[config.mk]
export PLATFORM = sky130hd
export DESIGN_NAME = rgbab_mix
export DESIGN_NICKNAME = d
export VERILOG_FILES = /design/src/hdl/rgbab_pkg.sv /design/src/hdl/rgbab_mix.sv
export SDC_FILE = /design/constraint.sdc
export NUM_CORES = 1
export LEC_CHECK = 0
export BUFFER_PORTS_ARGS = -buffer_cell sky130_fd_sc_hd__buf_2
export CORE_ASPECT_RATIO = 1.5
export CORE_MARGIN = 3
export CORE_UTILIZATION = 50
export DETAILED_ROUTE_END_ITERATION = 8
export PLACE_DENSITY = 0.71
export SLEW_MARGIN = 20
export SYNTH_ARGS = -nofsm -noshare
export SYNTH_HDL_FRONTEND = slang
export SYNTH_SLANG_ARGS = --single-unit
[constraint.sdc]
create_clock -name vclk -period 10.5
set_clock_uncertainty 0.05 [all_clocks]
set_input_delay 2.1 -clock vclk [all_inputs]
set_output_delay 2.1 -clock vclk [all_outputs]
set_load 0.005 [all_outputs]
[src/hdl/rgbab_pkg.sv]
`timescale 1ns / 1ps
// ============================================================================
// rgbab_pkg
// shared constants and pixel helpers for the rgb565 alpha blend block
// ============================================================================
package rgbab_pkg;

    // item kinds
    localparam logic KIND_STORE = 1'b0;
    localparam logic KIND_DRAW  = 1'b1;

    // blend modes, code 3 acts as passthrough
    localparam logic [1:0] MODE_PASS  = 2'd0;
    localparam logic [1:0] MODE_COLOR = 2'd1;
    localparam logic [1:0] MODE_COVER = 2'd2;

    // configuration register indexes
    localparam logic [1:0] REG_BLEND_MODE  = 2'd0;
    localparam logic [1:0] REG_BLEND_COLOR = 2'd1;
    localparam logic [1:0] REG_ALPHA_PCT   = 2'd2;
    localparam logic [1:0] REG_COVER_NARROW = 2'd3;

    localparam int CFG_DATA_W  = 16;
    localparam int COORD_W     = 8;
    localparam int PIXEL_W     = 16;
    localparam int WEIGHT_W    = 6;
    localparam int PCT_W       = 7;

    // floor(pct*16/25) == (pct*1311) >> 11 for every pct below 100
    localparam logic [17:0] WEIGHT_RECIP = 18'd1311;
    localparam logic [PCT_W-1:0] PCT_SAT = 7'd100;
    localparam logic [WEIGHT_W-1:0] WEIGHT_MAX = 6'd63;

    // percent to 6-bit weight, saturating at 63
    function automatic logic [WEIGHT_W-1:0] weight_of(input logic [PCT_W-1:0] pct);
        logic [17:0] prod;
        prod = 18'(pct) * WEIGHT_RECIP;
        if (pct >= PCT_SAT)
            return WEIGHT_MAX;
        return prod[16:11];
    endfunction

    // rgb565 to rgb332 by truncation
    function automatic logic [7:0] to_narrow(input logic [PIXEL_W-1:0] p);
        return {p[15:13], p[10:8], p[4:3]};
    endfunction

    // rgb332 back to rgb565, low bits zero
    function automatic logic [PIXEL_W-1:0] narrow_to_565(input logic [7:0] v);
        return {v[7:5], 2'b00, v[4:2], 3'b000, v[1:0], 3'b000};
    endfunction

    // per channel (p*a + c*(63-a)) >> 6
    function automatic logic [PIXEL_W-1:0] mix565(
        input logic [PIXEL_W-1:0]  p,
        input logic [PIXEL_W-1:0]  c,
        input logic [WEIGHT_W-1:0] a
    );
        logic [WEIGHT_W-1:0] na;
        logic [11:0] r;
        logic [11:0] g;
        logic [11:0] b;
        na = WEIGHT_MAX - a;
        r = 12'(p[15:11]) * 12'(a) + 12'(c[15:11]) * 12'(na);
        g = 12'(p[10:5])  * 12'(a) + 12'(c[10:5])  * 12'(na);
        b = 12'(p[4:0])   * 12'(a) + 12'(c[4:0])   * 12'(na);
        return {r[10:6], g[11:6], b[10:6]};
    endfunction

endpackage

[src/hdl/rgbab_mix.sv]
`timescale 1ns / 1ps
// ============================================================================
// rgbab_mix
// blend datapath: picks the background and mixes it with the item pixel
// ============================================================================
module rgbab_mix (
    input  logic [rgbab_pkg::PIXEL_W-1:0]  pixel,
    input  logic [rgbab_pkg::PIXEL_W-1:0]  cover_word,
    input  logic                           cover_hit,
    input  logic [1:0]                     mode,
    input  logic [rgbab_pkg::PIXEL_W-1:0]  color,
    input  logic [rgbab_pkg::WEIGHT_W-1:0] weight,
    input  logic                           narrow,
    output logic [rgbab_pkg::PIXEL_W-1:0]  result
);
    import rgbab_pkg::*;

    logic [PIXEL_W-1:0] cover_raw;
    logic [PIXEL_W-1:0] cover_565;

    // outside the image the cover reads as zero
    assign cover_raw = cover_hit ? cover_word : '0;
    assign cover_565 = narrow ? narrow_to_565(cover_raw[7:0]) : cover_raw;

    always_comb
    begin
        case (mode)
            MODE_COLOR: result = mix565(pixel, color, weight);
            MODE_COVER: result = mix565(pixel, cover_565, weight);
            default:    result = pixel;
        endcase
    end

endmodule

==> results.sh <==
export IMPL_via_count=7677
export IMPL_nNetsFinal=1595
export IMPL_vdd_drop_max_mv=0.116
export IMPL_grtUsageMet3=0.0115
export IMPL_setup_viol=0
export IMPL_grt_start_max_net_pins=36
export IMPL_coreArea_mm2=0.0192
export IMPL_grt_first_pass_wirelength_um=39000
export IMPL_cp_max_fo=7
export IMPL_dieArea_mm2=0.0214
export IMPL_first_iter_violations=228
export IMPL_wirelength_um=23200
export IMPL_fmax_mhz=97.3
export IMPL_ant_nets=0
export IMPL_syn_avg_cell_area_um2=8.59
export IMPL_min_period_over_period=0.979
export IMPL_fp_dieH_um=178
export IMPL_arrival_ps=8120
export IMPL_period_needed_ps=10270
export IMPL_drv_cap=0
export IMPL_postLayoutCellArea_mm2=0.0106
export IMPL_start_util=0.510
export IMPL_final_util=0.549
export IMPL_yosysMostFrequentCell="inv_1"
export IMPL_synth_top_area_frac=0.336
export IMPL_syn_inst=1143
export IMPL_clkbuf_count=0
export IMPL_slew_viol_final=0
export IMPL_antennaDiodeCount=0
export IMPL_fillers=1880
export IMPL_synth_top_family_by_area="adder cells"
export IMPL_ys_top_cells_by_count="inv_1, ha_1, fa_1"
export IMPL_antenna_found_initial=0
export IMPL_top_usage_layer="met2"
export IMPL_grt_usage=0.225
export IMPL_rsz0062_at_grt="no"
export IMPL_end_kind="primary output"
export IMPL_synthXorXnorAreaFrac=0.0566
export IMPL_yosysWarnings=0
export IMPL_hold_path_startpoint="pixel[5]"
export IMPL_hpwl_um=19800
export IMPL_grtUsageMet2=0.433
export IMPL_p_per_area_mw_per_mm2=165
export IMPL_path_class="in -> out"
export IMPL_synth_area_top_cells="fa_1, ha_1, inv_1"
export IMPL_p_leak_nw=5.61
export IMPL_tns_ps=0
export IMPL_hold_viol=0
export IMPL_syn_area_mm2=0.00982
export IMPL_routedWlPerCell_um=16.0
export IMPL_register_area_um2=0
export IMPL_synth_simple_area_share=0.198
export IMPL_synth_mux_area_fraction=0.0102
export IMPL_ys_seq_area_frac=0
export IMPL_required_ps=8350
export IMPL_whs_endpoint="result[5]"
export IMPL_place_ws_ps=193
export IMPL_dr_pass1_iters=4
export IMPL_portBuffers=74
export IMPL_row_count=62
export IMPL_yosys_area_top_type="fa_1"
export IMPL_fp_dieW_um=120
export IMPL_status="complete, no violations"
export IMPL_synth_compound_area_frac=0.0777
export IMPL_area_delta_synth_final_pct=7.62
export IMPL_grt_pass1_vias=7977
export IMPL_drc=0
export IMPL_io_pins=74
export IMPL_worst_setup_path_start_kind="input port"
export IMPL_total_power_w=0.00175
export IMPL_viasPerCell=5.27
export IMPL_holdCritPathClass="in -> out"
export IMPL_synth_fp_nets=1536
export IMPL_synth_fa_ha_area_frac=0.553
export IMPL_drive_gt1_frac=0.134
export IMPL_postCtsSetupRepairBufs=0
export IMPL_grt_util_met1=0.268
export IMPL_hold_depth=4
export IMPL_dpl_cell_area_mm2=0.0105
export IMPL_tightestPinTransition_ps=874
export IMPL_seq_cell_count=0
export IMPL_max_slew_margin=0.416
export IMPL_fin_ws_ps=225
export IMPL_synth_distinct_cells=43
export IMPL_gp_congestion=0.888
export IMPL_grt_overflow=0
[per-stage QoR]
stage,cells,hold slack (ps)
global placement,1456,4520
finish,1456,4530
detailed placement,1456,4520
floorplan,1143,4240
CTS,1456,4520
global route,1456,4540
[layer usage]
layer | vias up | part of all wire
li1 | 3639 | -
met2 | 143 | 0.54
met4 | 0 | 0.039
met3 | 44 | 0.032
met5 | - | 0
met1 | 3851 | 0.39
[critical path, stage by stage]
cell and delay (ps):
buf_2 190, nand2_1 110, fa_1 550, fa_1 430, fa_1 490, inv_1 40, ha_1 320, a21oi_1 280
xnor2_2 190, fa_1 470, fa_1 470, fa_1 540, inv_1 50, ha_1 310, and3_1 190, a221o_1 360
o21a_1 220, o21a_1 170, nor2_1 100, xnor3_1 230, o221ai_2 160, buf_2 150
[where the power goes]
part	total [W]	switching [W]	internal, W
sequential	0	0	0
clock	0	0	0
combinational	0.00175	0.000950	0.000799
[placed cells by master (no fill, tap or decap), drive strengths merged, types with 2 or more instances in the layout]
cell type	n
o21bai	6
ha	170
nand4	2
mux2	8
a22oi	2
o221ai	2
a211oi	3
xnor2	35
and3	8
nand2	66
a221o	4
or2	53
buf	94
nor2b	38
nand2b	64
and2	57
nor3	8
xnor3	6
o211ai	3
xor2	13
o41ai	2
o21ai	9
a21o	16
a221oi	10
fa	165
nand3	5
nor2	62
inv	236
a21oi	36
o21a	9
[layout make-up]
type	count	area, µm²	share of cell area
Multi-Input combinational cell	870	8840	0.837
Inverter	236	886	0.0838
Tap cell	256	320	0.0303
Timing Repair Buffer	94	520	0.0492
[kinds of logic (layout without fill, tap and decap cells)]
kind of cell    count (synthesis)  in the layout
simple gates                  364            364
fa+ha+maj                     335            335
buf+inv                       273            330
compound gates                108            108
xor+xnor                       54             54
mux                             9              9
[worst max-delay path by stage]
stage,depth (start not counted),startpoint,to,slack (ps)
after floorplan,22,weight[2],result[4],260
after detailed placement,23,weight[2],result[15],190
final,22,pixel[2],result[4],230
after global routing,23,weight[2],result[15],0.4
after global placement,23,pixel[2],result[4],240
after CTS,23,weight[2],result[15],190
[repair_timing]
item | CTS | global route
setup endpoints to repair | 0 | 2
resized for setup | 0 | 6
hold buffers | 0 | 0
Power figures use the tool's default switching activity.
